File: config.mk
export PLATFORM = sky130hd
export DESIGN_NAME = serial_frame_receiver_checksum
export DESIGN_NICKNAME = d
export VERILOG_FILES = /design/src/rtl/sfrc_pkg.sv /design/src/rtl/sfrc_parser.sv /design/src/rtl/serial_frame_receiver_checksum.sv
export SDC_FILE = /design/constraint.sdc
export NUM_CORES = 1
export LEC_CHECK = 0
export ABC_AREA = 0
export BUFFER_PORTS_ARGS = -buffer_cell sky130_fd_sc_hd__buf_4
export CAP_MARGIN = 25
export CORE_MARGIN = 2
export CORE_UTILIZATION = 55
export DETAILED_ROUTE_END_ITERATION = 8
export MAX_ROUTING_LAYER = met4
export PLACE_DENSITY = 0.84
export SLEW_MARGIN = 20
export SYNTH_ARGS = -nofsm -noshare
export SYNTH_HDL_FRONTEND = slang
export SYNTH_HIERARCHICAL = 1
export SYNTH_SLANG_ARGS = --single-unit
export TNS_END_PERCENT = 10
File: constraint.sdc
create_clock -name clock -period 3.65 [get_ports clock]
set_input_delay 0.365 -clock clock [delete_from_list [all_inputs] [get_ports clock]]
set_output_delay 0.365 -clock clock [all_outputs]
set_load 0.005 [all_outputs]
File: src/rtl/sfrc_pkg.sv
`timescale 1ns / 1ps

package sfrc_pkg;

   localparam int unsigned BufferLimitDefault = 1024;

   localparam logic [7:0] HeadA = 8'h55;
   localparam logic [7:0] HeadB = 8'hAA;
   localparam logic [16:0] FrameOverhead = 17'd7;

   typedef enum logic [2:0] {
      PH_HEAD_A  = 3'd0,
      PH_HEAD_B  = 3'd1,
      PH_VERSION = 3'd2,
      PH_TYPE    = 3'd3,
      PH_LEN_HI  = 3'd4,
      PH_LEN_LO  = 3'd5,
      PH_BODY    = 3'd6
   } phase_type;

   typedef enum logic [1:0] {
      KIND_PAYLOAD  = 2'd0,
      KIND_GOOD     = 2'd1,
      KIND_BAD      = 2'd2,
      KIND_RESERVED = 2'd3
   } result_kind_type;

   typedef struct packed {
      logic [9:0]      payload_length;
      logic [9:0]      payload_index;
      logic [7:0]      payload_byte;
      logic [7:0]      frame_kind;
      result_kind_type result_kind;
   } result_type;

endpackage

File: src/rtl/sfrc_parser.sv
`timescale 1ns / 1ps

module sfrc_parser import sfrc_pkg::*; #(
   parameter int unsigned BUFFER_LIMIT = BufferLimitDefault
) (
   input  logic       clock,
   input  logic       reset,
   input  logic       fire,
   input  logic [7:0] rx_byte,
   input  logic [7:0] expected_version,
   output logic       result_valid,
   output result_type result
);

   localparam int unsigned PosW = $clog2(BUFFER_LIMIT);

   phase_type       phase_ff, phase_in;
   logic [PosW-1:0] pos_ff, pos_in;
   logic [15:0]     len_ff, len_in;
   logic [7:0]      sum_ff, sum_in;
   logic [7:0]      kind_ff, kind_in;

   logic [15:0] len_full;
   logic        oversize;
   logic        body_more;
   logic [31:0] pos_wide;

   assign len_full  = {len_ff[15:8], rx_byte};
   assign oversize  = ({1'b0, len_full} + FrameOverhead) >= 17'(BUFFER_LIMIT);
   assign body_more = 16'(pos_ff) < len_ff;
   assign pos_wide  = 32'(pos_ff);

   // next phase
   always_comb begin
      phase_in = phase_ff;
      if (fire) begin
         case (phase_ff)
            PH_HEAD_A:  if (rx_byte == HeadA) phase_in = PH_HEAD_B;
            PH_HEAD_B:  phase_in = (rx_byte == HeadB) ? PH_VERSION : PH_HEAD_A;
            PH_VERSION: phase_in = (rx_byte == expected_version) ? PH_TYPE : PH_HEAD_A;
            PH_TYPE:    phase_in = PH_LEN_HI;
            PH_LEN_HI:  phase_in = PH_LEN_LO;
            PH_LEN_LO:  phase_in = oversize ? PH_HEAD_A : PH_BODY;
            PH_BODY:    phase_in = body_more ? PH_BODY : PH_HEAD_A;
            default:    phase_in = PH_HEAD_A;
         endcase
      end
   end

   // datapath and result
   always_comb begin
      pos_in  = pos_ff;
      len_in  = len_ff;
      sum_in  = sum_ff;
      kind_in = kind_ff;
      result_valid          = 1'b0;
      result.result_kind    = KIND_PAYLOAD;
      result.frame_kind     = kind_ff;
      result.payload_byte   = 8'd0;
      result.payload_index  = 10'd0;
      result.payload_length = len_ff[9:0];
      if (fire) begin
         case (phase_ff)
            PH_HEAD_A: begin
               if (rx_byte == HeadA) sum_in = HeadA;
            end
            PH_HEAD_B: begin
               if (rx_byte == HeadB) sum_in = sum_ff + rx_byte;
            end
            PH_VERSION: begin
               if (rx_byte == expected_version) sum_in = sum_ff + rx_byte;
            end
            PH_TYPE: begin
               kind_in = rx_byte;
               sum_in  = sum_ff + rx_byte;
            end
            PH_LEN_HI: begin
               len_in = {rx_byte, 8'h00};
               sum_in = sum_ff + rx_byte;
            end
            PH_LEN_LO: begin
               len_in = len_full;
               sum_in = sum_ff + rx_byte;
               pos_in = '0;
            end
            PH_BODY: begin
               result_valid = 1'b1;
               if (body_more) begin
                  sum_in = sum_ff + rx_byte;
                  pos_in = pos_ff + PosW'(1);
                  result.payload_byte  = rx_byte;
                  result.payload_index = pos_wide[9:0];
               end else begin
                  // checksum byte closes the frame
                  pos_in = '0;
                  result.result_kind = (rx_byte == sum_ff) ? KIND_GOOD : KIND_BAD;
               end
            end
            default: begin
               pos_in = pos_ff;
            end
         endcase
      end
   end

   always_ff @(posedge clock) begin
      if (reset) begin
         phase_ff <= PH_HEAD_A;
         pos_ff   <= '0;
         len_ff   <= '0;
         sum_ff   <= '0;
         kind_ff  <= '0;
      end else begin
         phase_ff <= phase_in;
         pos_ff   <= pos_in;
         len_ff   <= len_in;
         sum_ff   <= sum_in;
         kind_ff  <= kind_in;
      end
   end

endmodule

File: src/rtl/serial_frame_receiver_checksum.sv
`timescale 1ns / 1ps
// A byte passes from the input register through the parser into the result register.
// One byte per cycle unless rsp_tready stalls; parsing is a phase update and 8-bit add.
// A stalled result register holds the input register, which then lowers req_tready.
// Reset (synchronous, active high) clears the parse state, both stage valids and
// expected_version to zero; no clearing pass is needed.
module serial_frame_receiver_checksum import sfrc_pkg::*; #(
   parameter int unsigned BUFFER_LIMIT = BufferLimitDefault
) (
   input  logic        clock,
   input  logic        reset,
   input  logic        req_tvalid,
   output logic        req_tready,
   input  logic [7:0]  req_tdata,   // [7:0] rx_byte
   output logic        rsp_tvalid,
   input  logic        rsp_tready,
   output logic [39:0] rsp_tdata,   // [7:0] frame_kind, [15:8] payload_byte,
                                    // [25:16] payload_index, [35:26] payload_length, rest 0
   output logic [1:0]  rsp_tuser,   // [1:0] result_kind
   input  logic        csr_valid,
   output logic        csr_ready,
   input  logic [7:0]  csr_data     // [7:0] expected_version
);

   logic       in_valid_ff, in_valid_in;
   logic [7:0] in_byte_ff;
   logic       out_valid_ff, out_valid_in;
   result_type out_ff;
   logic [7:0] version_ff;

   logic       advance;
   logic       fire;
   logic       res_valid;
   result_type res;

   assign advance    = !out_valid_ff || rsp_tready;
   assign req_tready = !in_valid_ff || advance;
   assign fire       = in_valid_ff && advance;
   assign csr_ready  = 1'b1;

   sfrc_parser #(
      .BUFFER_LIMIT(BUFFER_LIMIT)
   ) u_parser (
      .clock            (clock),
      .reset            (reset),
      .fire             (fire),
      .rx_byte          (in_byte_ff),
      .expected_version (version_ff),
      .result_valid     (res_valid),
      .result           (res)
   );

   always_comb begin
      in_valid_in = in_valid_ff;
      if (req_tready) in_valid_in = req_tvalid;
      out_valid_in = out_valid_ff;
      if (advance) out_valid_in = fire && res_valid;
   end

   always_ff @(posedge clock) begin
      if (reset) begin
         in_valid_ff  <= 1'b0;
         out_valid_ff <= 1'b0;
         version_ff   <= 8'd0;
      end else begin
         in_valid_ff  <= in_valid_in;
         out_valid_ff <= out_valid_in;
         if (csr_valid && csr_ready) version_ff <= csr_data;
      end
   end

   // payload registers: load whenever their stage is ready, valid or not
   always_ff @(posedge clock) begin
      if (req_tready) in_byte_ff <= req_tdata;
      if (advance) out_ff <= res;
   end

   assign rsp_tvalid = out_valid_ff;
   assign rsp_tuser  = out_ff.result_kind;
   assign rsp_tdata  = {4'd0, out_ff.payload_length, out_ff.payload_index,
                        out_ff.payload_byte, out_ff.frame_kind};

endmodule
Yosys cells after proc, flatten, opt, wreduce, memory -nomap -nowiden

Cells that the tools add are included.

$add $sub $neg: 3
$lt $le $gt $ge: 2
Equal/unequal tests: 14
Muxes and demuxes: 17
Bitwise gates (word level): 3
Reduce and logical (&&, ||, !) cells: 19

Operators by type and width:

| kind                    | number |
|---|---|
| $pmux W8 S5             | 1 |
| $mux W8                 | 4 |
| $pmux W16 S2            | 1 |
| $pmux W3 S7             | 1 |
| $pmux W10 S2            | 1 |
| $add A16 B3 Y17 const B | 1 |
| $ge A17 B11 Y1 const B  | 1 |
| $eq A8 B8 Y1            | 2 |
| $lt A10 B16 Y1          | 1 |
| $add A10 B1 Y10 const B | 1 |
| $mux W10                | 1 |
| $eq A3 B3 Y1 const B    | 3 |
| $mux W3                 | 3 |
| $add A8 B8 Y8           | 1 |
| $eq A8 B7 Y1 const B    | 1 |
| $eq A8 B8 Y1 const B    | 1 |
| $ne A2 B1 Y1 const B    | 4 |
| $reduce_and A2 Y1       | 4 |
| $eq A3 B2 Y1 const B    | 2 |
| $mux W2                 | 3 |
| $reduce_and A3 Y1       | 2 |
| $reduce_and A6 Y1       | 1 |
| $reduce_or A3 Y1        | 2 |
| $reduce_bool A5 Y1      | 1 |
| 8 further kinds         | 15 |

Register bits after elaboration: 101
Input bits: 21

Depth between registers and ports, before layout

Gate-level depths: netlist of the first run.

Word-level depth: 5
Gate-level depth with buffers: 10
Gate-level depth less buffers: 9

Modules after synthesis

Netlist of the first run, hierarchy kept.

Modules (own cells, without submodules):

| module                         | instances | cells an instance | area each (um^2) |
|---|---|---|---|
| sfrc_parser                    | 1         | 389               | 2902.8 |
| serial_frame_receiver_checksum | 1         | 88                | 1790.5 |

Worst setup path before layout of the first run

OpenSTA, ideal clock, no wires.

Path type: input to register
From: in rsp_tready
To: reg u_parser.sum_ff[1]
Library setup time: 0.070 ns
Arrival time: 3.128 ns
Data required time: 3.580 ns
Setup slack: 0.451 ns
Cell stages on the path: 8
Path buffers: 2
Cells stage by stage: nand2b_1 and2_1 buf_2 nand3_1 or4_1 buf_2 or4_1 a21oi_1

Word-level cells in the longest chain between the ends: 3

Ends and longest elaborated chain:

| item                               | line                                 | RTL |
|---|---|---|
| start, declared                    | serial_frame_receiver_checksum.sv:16 | `input logic rsp_tready,` |
| $logic_or A1 B1 Y1                 | serial_frame_receiver_checksum.sv:36 | `assign advance = !out_valid_ff \|\| rsp_tready;` |
| $logic_and A1 B1 Y1                | serial_frame_receiver_checksum.sv:38 | `assign fire = in_valid_ff && advance;` |
| net fire                           | serial_frame_receiver_checksum.sv:32 | `logic fire;` |
| $reduce_and A6 Y1 (no source line) | --                                   |  |
| end signal, assigned               | sfrc_parser.sv:117                   | `sum_ff <= sum_in;` |
| end, declared                      | sfrc_parser.sv:20                    | `logic [7:0] sum_ff, sum_in;` |

The timed path passes the listed nets, and every way through them passes these cells.
A chain may end at the register's enable or synchronous reset.

Worst setup path after layout of the first run

From: reg in_byte_ff[1]
To: reg u_parser.sum_ff[1]

Word-level cells in the longest chain between the ends: 3
Elaborated cells between the ends (all ways): 12
Those cells by class: add/sub (1); eq/ne (6); mux (4); reduce/logical (1)

Ends and longest elaborated chain:

| item                                             | line                                 | RTL |
|---|---|---|
| start, declared                                  | serial_frame_receiver_checksum.sv:26 | `logic [7:0] in_byte_ff;` |
| start signal, assigned                           | serial_frame_receiver_checksum.sv:74 | `if (req_tready) in_byte_ff <= req_tdata;` |
| $add A8 B8 Y8 (tied with other cells)            | --                                   |  |
| $mux W8 (tied with other cells)                  | sfrc_parser.sv:88                    | `if (body_more) begin` |
| $pmux W8 S5 or $reduce_and A6 Y1 (tied branches) | --                                   |  |

Several ways; a longest one is shown, not always the timed one. The select of a mux whose other input is x is not followed.

==> metrics.txt, run 1 <==
Reg power frac=0.597; Clk pwr share=0.369; placed wire-length estimate=7.22 mm; post-synthesis mux area share=0.0171; peak supply drop=197 uV; clock root buffer=clkbuf_8; Worst path most repeated cell=or4_1; Initial Util=0.568; worst slew pin tran=652 ps; Antenna diodes=0; xor and xnor area share after synthesis=0.0373; Post-synth ARST share=0; die area=9290 um2; Int Pwr=1.55 mW; DRT iter0 DRCs=288; final setup TNS=0 ps; post-synthesis simple-gate area fraction=0.196; Worst path top cell family by delay=simple AND/OR/NAND/NOR gates; routability cong.=0.881; max-cap violations=0; Synth Instances=477; register bit total from synthesis=101; FMAX=0.355 GHz; share of cells above drive strength 1=0.160; htree depth=3; largest net degree at the start of global routing=57; Vias per Instance=5.76; power density over the cells=380 nW/um2; Hold Buf Count CTS=0; switching pwr=462 uW; cells along the critical path=or4b_1, o21ai_1, nand3_1, or4_1, or4_1, a21oi_1; skew final=9.76 ps; postcts setup bufs=0; Tmin final=2820 ps; DRC=0; worst-case clock buffer depth=2; TritonCTS Buffers=9; Rel. slew slack=0.561; crit start category=flop; initial antenna violation count=0; layout overhead on the synthesized area=12.9%; first-pass GRT wire length=16.6 mm; worst-path fanout max=10; sequential area share after synthesis=0.529; DIE HEIGHT=96.4 um; worst hold slack=177 ps; drt wl/cell=16.1 um; Synth area leaders=edfxtp_1, dfxtp_1, ha_1; share of power burned in combinational logic=0.033; Crit path arrival time=3110 ps; Synth top area share=0.294; Mapped Area=4690 um2; Leak=2.15 nW; crit path capture type=flop; post-synthesis compound-gate area fraction=0.105; Final Slew Violations=0; Final Hold Fails=0; Sw Ratio=0.230; Synth area leader=edfxtp_1; io pins=66; Post-DRT Antenna Nets=0; Vias=3590; final WL=10.1 mm; Worst Hold Class=input pin to flop; post-cts gate resize count=0; total global routing overflow=0; Die X=96.4 um; All-Layer GR Usage=0.239; Rows=33; worst path required time=3940 ps; DRT Pass-1 Iters=5; Avg Cell Area, Syn=9.84 um2; CTS clock-pin slew for the worst setup and hold paths=90 ps; Final Util=0.642; Post-synth EDFFs=46; status=finished clean; Critical Path Max Stage Delay=670 ps; Clk Latency, worst-skew pair=360 ps; total core area=8260 um2; library cells used by synthesis=50; Crit Path Class=flop to flop; Final nets=552; main combinational cell family by area after synthesis=simple AND/OR/NAND/NOR gates; TritonCTS clock tree=yes; Final period util=0.771; endpoints failing setup=0; yosys warns=6; ys flop type=dfxtp_1; Post-Synth Adder-Cell Area=0.0496; Buf/Inv on CP=0; slowest CP cell=or4_1; vias in the first global route=3374; RSZ-0062 raised after global routing=false; clock tree sinks=101; Port Buf Inserts=60
-- cell usage after synthesis (2+ instances only) --
master and instances:
inv_1 19, nor3b_1 3, xnor2_1 4, or4_1 2, edfxtp_1 46, nor2_1 34, a21oi_1 42, and2_1 19
or2_2 2, nor4_1 8, a211oi_1 2, nand4_1 10, nor2b_1 4, and3_1 5, nor3_1 5, nand2b_1 7
nand2_1 47, o21bai_1 2, buf_2 4, ha_1 17, nand3b_1 4, o21ai_0 24, a2111oi_0 2, nand3_1 22
a31oi_1 2, a311oi_1 2, mux2i_1 8, xor2_1 16, conb_1 2, dfxtp_1 55, buf_6 2, nand4b_1 2
clkbuf_1 19, nor4b_1 2, buf_4 15, buf_1 2, o21a_1 3
-- registers in the layout, indices dropped and copies added, names as in the netlist --
register           cells
rsp_tdata             36
in_valid_ff            1
rsp_tuser              2
in_byte_ff             8
u_parser/kind_ff       8
u_parser/sum_ff        8
u_parser/pos_ff       10
u_parser/phase_ff      3
u_parser/len_ff       16
rsp_tvalid             1
version_ff             8
-- through the flow --
stage / power (mW) / setup slack, ps / cell area, um2 / cells
global route: 2.08 / 661 / 5300 / 623
floorplan: 1.27 / 451 / 4700 / 480
detailed placement: 1.29 / 886 / 5080 / 607
global placement: 1.29 / 939 / 5080 / 607
finish: 2.01 / 835 / 5300 / 623
CTS: 2.02 / 866 / 5300 / 623
-- worst paths after layout --
check,start,endpoint,slack [ps],cells after the start
max,in_byte_ff[1],u_parser/sum_ff[1],830,6
min,req_tdata[3],in_byte_ff[3],180,1
max reg2reg,in_byte_ff[1],u_parser/sum_ff[1],830,6
min reg2reg,u_parser/kind_ff[7],rsp_tdata[7],450,0
-- placed cells by master (no fill, tap or decap), types with 2 or more instances in the layout --
cell / Yosys / layout
a311oi_1: 2 / 2
nor3b_1: 3 / 3
dfxtp_1: 55 / 55
and2_1: 19 / 19
nand3b_1: 4 / 4
nand2_1: 47 / 47
conb_1: 2 / 5
mux2i_1: 8 / 8
a2111oi_0: 2 / 2
nor4b_1: 2 / 2
o21ai_0: 24 / 24
a21oi_1: 42 / 42
or2_2: 2 / 2
nor4_1: 8 / 8
nand2b_1: 7 / 6
clkbuf_8: 0 / 9
ha_1: 17 / 17
o21bai_1: 2 / 2
inv_8: 0 / 2
edfxtp_1: 46 / 46
nor2b_1: 4 / 4
a211oi_1: 2 / 2
o21a_1: 3 / 3
a31oi_1: 2 / 2
nand3_1: 22 / 22
nor3_1: 5 / 5
nor2_1: 34 / 34
or4_1: 2 / 2
nand4_1: 10 / 10
buf_4: 15 / 64
and3_1: 5 / 5
xor2_1: 16 / 16
inv_1: 19 / 19
xnor2_1: 4 / 4
nand4b_1: 2 / 2
-- area by class of cell --
class / count / area (um2)
fill: 664 / 2960
timing repair buffer: 64 / 480
clock inverter: 7 / 90.1
inverter: 19 / 71.3
multi-input combinational: 318 / 1920
sequential: 101 / 2480
clock buffer: 9 / 124
tap: 105 / 131
-- cell families (layout without fill, tap and decap cells) --
logic type	Yosys count	after routing
other	2	5
muxes	8	8
buffers and inverters	61	99
adders and majority gates	18	18
and+or+nand+nor	180	180
DFF	101	101
AOI/OAI and AO/OA	87	87
xor gates and xnor gates	20	20
-- routing by layer --
| metal | GRT usage | part of all wire |
|---|---|---|
| met5 | - | 0 |
| met4 | 0.0704 | 0.015 |
| met3 | 0.0520 | 0.066 |
| met2 | 0.375 | 0.49 |
| met1 | 0.315 | 0.43 |
-- power by group through the flow --
| stage | combinational [mW] | sequential, mW | clock, mW |
|---|---|---|---|
| final | 0.0669 | 1.20 | 0.743 |
| after floorplan | 0.0558 | 1.22 | 0 |
| after CTS | 0.0666 | 1.20 | 0.755 |
| after global placement | 0.0645 | 1.23 | 0 |
| after detailed placement | 0.0664 | 1.23 | 0 |
| after global routing | 0.0734 | 1.20 | 0.805 |
-- worst reg2reg max path: cells and delay by family (launching register included) --
kind | cells | cell delay (ps)
AO/OA/AOI/OAI | 2 | 300
AND/OR/NAND/NOR | 4 | 1920
flip-flops | 1 | 540
Note: power is estimated with default switching activity, not from simulation.
==> run 2: changes to the inputs <==
--- a/config.mk
+++ b/config.mk
@@ -9,10 +9,10 @@
 export BUFFER_PORTS_ARGS = -buffer_cell sky130_fd_sc_hd__buf_4
 export CAP_MARGIN = 25
 export CORE_MARGIN = 2
-export CORE_UTILIZATION = 55
+export CORE_UTILIZATION = 52
 export DETAILED_ROUTE_END_ITERATION = 8
 export MAX_ROUTING_LAYER = met4
-export PLACE_DENSITY = 0.84
+export PLACE_DENSITY = 0.83
 export SLEW_MARGIN = 20
 export SYNTH_ARGS = -nofsm -noshare
 export SYNTH_HDL_FRONTEND = slang
==> constraint.sdc (replaced) <==
create_clock -name clock -period 2.55 [get_ports clock]
set_input_delay 0.255 -clock clock [delete_from_list [all_inputs] [get_ports clock]]
set_output_delay 0.255 -clock clock [all_outputs]
set_load 0.005 [all_outputs]
==> run 2 against run 1 <==
Effect of this change:
- final cell count rose by 3.4%
- first-iteration DRC count fell by 11%
- register-to-register slack got worse by 750 ps
- power rose by 50%
- setup slack got worse by 750 ps
- sequential power rose by 43%
- critical path depth did not move
- clock-buffer cell count did not move
- sequential cell count did not move
- fmax rose by 14%
- clock power rose by 59%
- via count rose by 1.4%
==> metrics.txt, run 2 (same netlist as run 1, synthesis figures left out) <==
Port Buf Inserts=60 (unchanged); DRT iter0 DRCs=257 (-11%); DIE HEIGHT=99 um (+2.7%); Stages on worst setup path=6 (unchanged); most common cell after layout, fill and taps aside=buf_4; max-cap violations=0 (unchanged); Clk Latency, worst-skew pair=370 ps (about the same); Worst Hold Class=input pin to flop; DRC=0 (unchanged); worst hold slack=52.8 ps (-124 ps); total global routing overflow=0 (unchanged); reg2reg start=in_byte_ff[3]; clock tree sinks=101 (unchanged); peak supply drop=320 uV (+62%); Tot Pwr=3.02 mW (+50%); clock root buffer=clkbuf_8; Final Slew Violations=0 (unchanged); TritonCTS Buffers=9 (unchanged); wire length on met1=4.41 mm (+2.3%); routability cong.=0.881 (about the same); Int Pwr=2.33 mW (+50%); worst-path fanout max=4 (-6); FMAX=0.406 GHz (+14%); Hold Path Depth=1 (unchanged); final WL=10.0 mm (-0.14%); Reg power frac=0.565 (-0.032); Vias=3640 (+1.4%); endpoints failing setup=0 (unchanged); switching pwr=686 uW (+48%); Leak=2.26 nW (+5.1%); Crit path arrival time=2770 ps (-340 ps); total core area=8720 um2 (+5.6%); Die X=99 um (+2.7%); power density over the cells=550 nW/um2 (+45%); first-pass GRT wire length=16.5 mm (-0.13%); worst slew pin tran=555 ps (-96.9 ps); depth of the worst register-to-register path=6 (unchanged); All-Layer GR Usage=0.217 (-0.0225); Worst path most repeated cell=or4_1; Rows=34 (+3.0%); Final nets=570 (+3.3%); r2r endpoint=u_parser/sum_ff[1]; slowest CP cell=or4_1; CP endpoint=u_parser/sum_ff[1]; htree depth=3 (unchanged); Worst Setup SP=in_byte_ff[3]; Vias per Instance=5.65 (-1.9%); met3 routed WL=620 um (-6.6%); status=finished clean; share of cells above drive strength 1=0.196 (+0.0357); max reg flops=36 (unchanged); die area=9800 um2 (+5.5%); Tmin final=2470 ps (-350 ps); Crit Path Class=flop to flop; Clk pwr share=0.392 (+0.023); Worst path top cell family by delay=simple AND/OR/NAND/NOR gates; Rel. slew slack=0.630 (+0.0692); skew final=12.4 ps (+2.67 ps); DRT Pass-1 Iters=5 (unchanged); Final period util=0.967 (+0.196); r2r setup slk=80 ps (-750 ps); Sw Ratio=0.227 (-0.00237); share of power burned in combinational logic=0.043 (+0.010); drt wl/cell=15.6 um (-3.4%); initial antenna violation count=0 (unchanged); RSZ-0062 raised after global routing=true; crit path capture type=flop; placed wire-length estimate=7.01 mm (-2.9%); CTS clock-pin slew for the worst setup and hold paths=110 ps (+20 ps); post-route setup slack=84.1 ps (-750 ps); cells along the critical path=xor2_1, nor4_1, a21oi_1, or4_1, or4_1, a21oi_2; Antenna diodes=0 (unchanged); Setup WS pre-CTS=146 ps (-740 ps); io pins=66 (unchanged); Post-DRT Antenna Nets=0 (unchanged); Buf/Inv on CP=0 (unchanged); most frequent cells in the layout=buf_4, dfxtp_1, nand2_1; TritonCTS clock tree=yes; Final Hold Fails=0 (unchanged); Final Util=0.629 (-0.0125); worst path required time=2850 ps (-1090 ps); postcts setup bufs=0 (unchanged); uppermost routed layer=met4; crit start category=flop; Initial Util=0.538 (-0.0302); Routed met2 length=4.79 mm (-2.9%); Critical Path Max Stage Delay=550 ps (-120 ps); worst-case clock buffer depth=2 (unchanged); vias in the first global route=3419 (+1.3%); layout overhead on the synthesized area=16.9%; largest net degree at the start of global routing=57 (unchanged)
==> run 2: changes by cell type in the layout (fill, tap and decap cells not counted), sizes merged <==
cell      before  now
buf           64   82
bufinv         1    2
clkinvlp       1    0
==> run 2: metrics by stage <==
| step | std cells | cell area [um2] | setup TNS, ps |
|---|---|---|---|
| after CTS | 644 | 5470 | 0 |
| final | 644 | 5490 | 0 |
| after floorplan | 480 | 4710 | 0 |
| after global routing | 644 | 5490 | -9.48 |
| after detailed placement | 628 | 5230 | 0 |
| after global placement | 628 | 5230 | 0 |
==> run 2: worst reg2reg max path: stages, from the launching register on <==
cell,delay (ps)
edfxtp_1,470
xor2_1,200
nor4_1,370
a21oi_1,140
or4_1,550
or4_1,550
a21oi_2,120
==> run 2: layout make-up <==
class                      instances  area [um2]
clock buffer                       9         124
clock inverter                     7         116
fill                             722        3230
inverter                          19        71.3
multi-input combinational        318        1940
sequential                       101        2480
tap                              108         135
timing repair buffer              82         616
==> run 2: repair_timing <==
action                     CTS  global route
setup endpoints to repair    0             5
gates resized for setup      0             4
hold buffers                 0             0
==> run 2: worst min path at each step <==
stage	slack, ps	startpoint	end
finish	50	req_tdata[2]	in_byte_ff[2]
floorplan	350	req_tdata[0]	in_byte_ff[0]
detailed placement	420	u_parser/kind_ff[1]	rsp_tdata[1]
global placement	420	u_parser/kind_ff[5]	rsp_tdata[5]
global route	40	req_tdata[2]	in_byte_ff[2]
CTS	40	req_tdata[2]	in_byte_ff[2]
==> run 2: routing by layer <==
metal	GRT usage	vias up
met1	0.283	1703
met5	-	-
li1	-	1771
met4	0.0738	0
met2	0.341	139
met3	0.0404	27
==> run 2: power groups by stage <==
| stage | logic, mW | registers (mW) | clock network, mW |
|---|---|---|---|
| floorplan | 0.0804 | 1.74 | 0 |
| global placement | 0.124 | 1.74 | 0 |
| detailed placement | 0.126 | 1.74 | 0 |
| CTS | 0.127 | 1.71 | 1.20 |
| global route | 0.142 | 1.71 | 1.27 |
| finish | 0.130 | 1.71 | 1.18 |
==> run 3: changes to the inputs <==
--- a/config.mk
+++ b/config.mk
@@ -8,11 +8,13 @@
 export ABC_AREA = 0
 export BUFFER_PORTS_ARGS = -buffer_cell sky130_fd_sc_hd__buf_4
 export CAP_MARGIN = 25
+export CELL_PAD_IN_SITES_DETAIL_PLACEMENT = 0
+export CELL_PAD_IN_SITES_GLOBAL_PLACEMENT = 1
 export CORE_MARGIN = 2
-export CORE_UTILIZATION = 52
+export CORE_UTILIZATION = 44
 export DETAILED_ROUTE_END_ITERATION = 8
 export MAX_ROUTING_LAYER = met4
-export PLACE_DENSITY = 0.83
+export PLACE_DENSITY = 0.86
 export SLEW_MARGIN = 20
 export SYNTH_ARGS = -nofsm -noshare
 export SYNTH_HDL_FRONTEND = slang
==> constraint.sdc (replaced) <==
create_clock -name clock -period 2.8 [get_ports clock]
set_input_delay 0.28 -clock clock [delete_from_list [all_inputs] [get_ports clock]]
set_output_delay 0.28 -clock clock [all_outputs]
set_load 0.005 [all_outputs]
==> run 3 against run 2 <==
Effect of this change:
- sequential cell count unchanged
- via count down 3.1%
- global-route usage down 3.1 points
- hold slack better by 38 ps
- setup slack better by 110 ps
- first-iteration DRC count down 33%
==> metrics.txt, run 3 (same netlist as run 1, synthesis figures left out) <==
crit start category=flop; Crit path arrival time=2910 ps (+140 ps); worst slew pin tran=566 ps (+10.9 ps); most common cell after layout, fill and taps aside=buf_4; Hold Buf Count CTS=0 (unchanged); die area=11500 um2 (+17%); TritonCTS Buffers=9 (unchanged); vias in the first global route=3396 (-0.67%); Worst path most repeated cell=or4_1; status=finished clean; post-cts gate resize count=0 (unchanged); Final Hold Fails=0 (unchanged); Port Buf Inserts=60 (unchanged); clock root buffer=clkbuf_8; worst-case clock buffer depth=2 (unchanged); sequential standard cell area=2480 um2 (unchanged); io pins=66 (unchanged); Rows=37 (+8.8%); most frequent cells in the layout=buf_4, dfxtp_1, nand2_1; clock tree sinks=101 (unchanged); FMAX=0.383 GHz (-5.5%); RSZ-0062 raised after global routing=false; total global routing overflow=0 (unchanged); peak supply drop=273 uV (-15%); multi-input logic area=1920 um2 (-1.2%); Post-DRT Antenna Nets=0 (unchanged); postcts setup bufs=0 (unchanged); initial antenna violation count=0 (unchanged); total core area=10300 um2 (+18%); Leak=2.19 nW (-3.2%); Rel. slew slack=0.623 (-0.00727); Worst Hold Class=input pin to flop; CTS clock-pin slew for the worst setup and hold paths=90 ps (-20 ps); Crit Path Class=flop to flop; htree depth=3 (unchanged); DIE HEIGHT=107 um (+8.4%); worst path required time=3100 ps (+250 ps); All-Layer GR Usage=0.186 (-0.0305); crit path capture type=flop; first-pass GRT wire length=16.4 mm (-0.79%); slowest CP cell=or4_1; Antenna diodes=0 (unchanged); Die X=107 um (+8.4%); final WL=9.84 mm (-2.0%); max-cap violations=0 (unchanged); Final Slew Violations=0 (unchanged); max reg flops=36 (unchanged); placed wire-length estimate=7.01 mm (about the same); Critical Path Max Stage Delay=660 ps (+110 ps); Final Cell Area=5390 um2 (-1.8%); Vias=3528 (-3.1%); dpl cell area=5210 um2 (-0.29%); DRT Pass-1 Iters=4 (-1); skew final=11.1 ps (-1.34 ps); final setup TNS=0 ps (unchanged); Vias per Instance=5.30 (-6.3%); Final nets=564 (-1.1%); Tmin final=2610 ps (+143 ps); TritonCTS clock tree=yes; Fill cells=954 (+32%); share of cells above drive strength 1=0.175 (-0.0204); drt wl/cell=14.8 um (-5.2%); largest net degree at the start of global routing=57 (unchanged); DRC=0 (unchanged); routability cong.=0.879 (-0.19%); Final period util=0.932 (-0.0352); Initial Util=0.455 (-0.0836); DRT iter0 DRCs=171 (-33%); Clk Latency, worst-skew pair=360 ps (about the same); layout overhead on the synthesized area=14.8%; endpoints failing setup=0 (unchanged); power density over the cells=464 nW/um2 (-16%); cells along the critical path=or4b_1, o21ai_1, nand3_1, or4_1, or4_1, a21oi_1; worst-path fanout max=7 (+3)
run 3: cell count changes in the layout (fill, tap and decap cells not counted), moves of 2 or more:
| cell | change |
|---|---|
| buf_4 | -6 |
| bufinv_16 | -2 |
| clkbuf_1 | +2 |
| inv_8 | -2 |
run 3: final cells by class:
cell class / count / share of cell area
flip-flops and latches: 101 / 0.461
multi-input cells: 318 / 0.356
repair buffers: 76 / 0.106
well taps: 136 / 0.0316
clock buffers: 11 / 0.0244
inverters: 19 / 0.0132
clock inverters: 5 / 0.00790
run 3: worst paths after layout:
kind                  startpoint  cells past startpoint  slack [ps]            endpoint
min reg2reg  u_parser/kind_ff[3]                      0         440        rsp_tdata[3]
max                in_byte_ff[1]                      6         190  u_parser/sum_ff[1]
min                 req_tdata[5]                      1          90       in_byte_ff[5]
max reg2reg        in_byte_ff[1]                      6         190  u_parser/sum_ff[1]
run 3: report_power, final:
part | switching [mW] | total, mW | internal (mW)
sequential | 0.0106 | 1.55 | 1.54
combinational | 0.0629 | 0.114 | 0.0516
clock | 0.500 | 0.834 | 0.334
total | 0.573 | 2.50 | 1.93
run 3: layer usage:
layer / share of wire / wire length (um) / global-route usage / up-vias
li1: - / - / - / 1756
met1: 0.44 / 4370 / 0.233 / 1672
met2: 0.50 / 4950 / 0.310 / 92
met3: 0.041 / 408 / 0.0285 / 8
met4: 0.011 / 104 / 0.0612 / 0
met5: 0 / 0 / - / -
run 3: worst max-delay path, delay by kind of cell, from the launching register on:
kind            cells  cell delay [ps]
simple gates        4             1860
compound gates      2              280
flops               1              400
run 3: per-stage QoR:
step	std cells	power [mW]	hold slack [ps]	util	setup slack (ps)
after floorplan	480	1.66	379	-	140
after global placement	650	1.70	418	0.505	273
after detailed placement	650	1.70	419	0.505	202
after CTS	666	2.52	77.1	0.522	182
after global routing	666	2.59	78.9	0.522	38.9
final	666	2.50	91.1	0.522	191
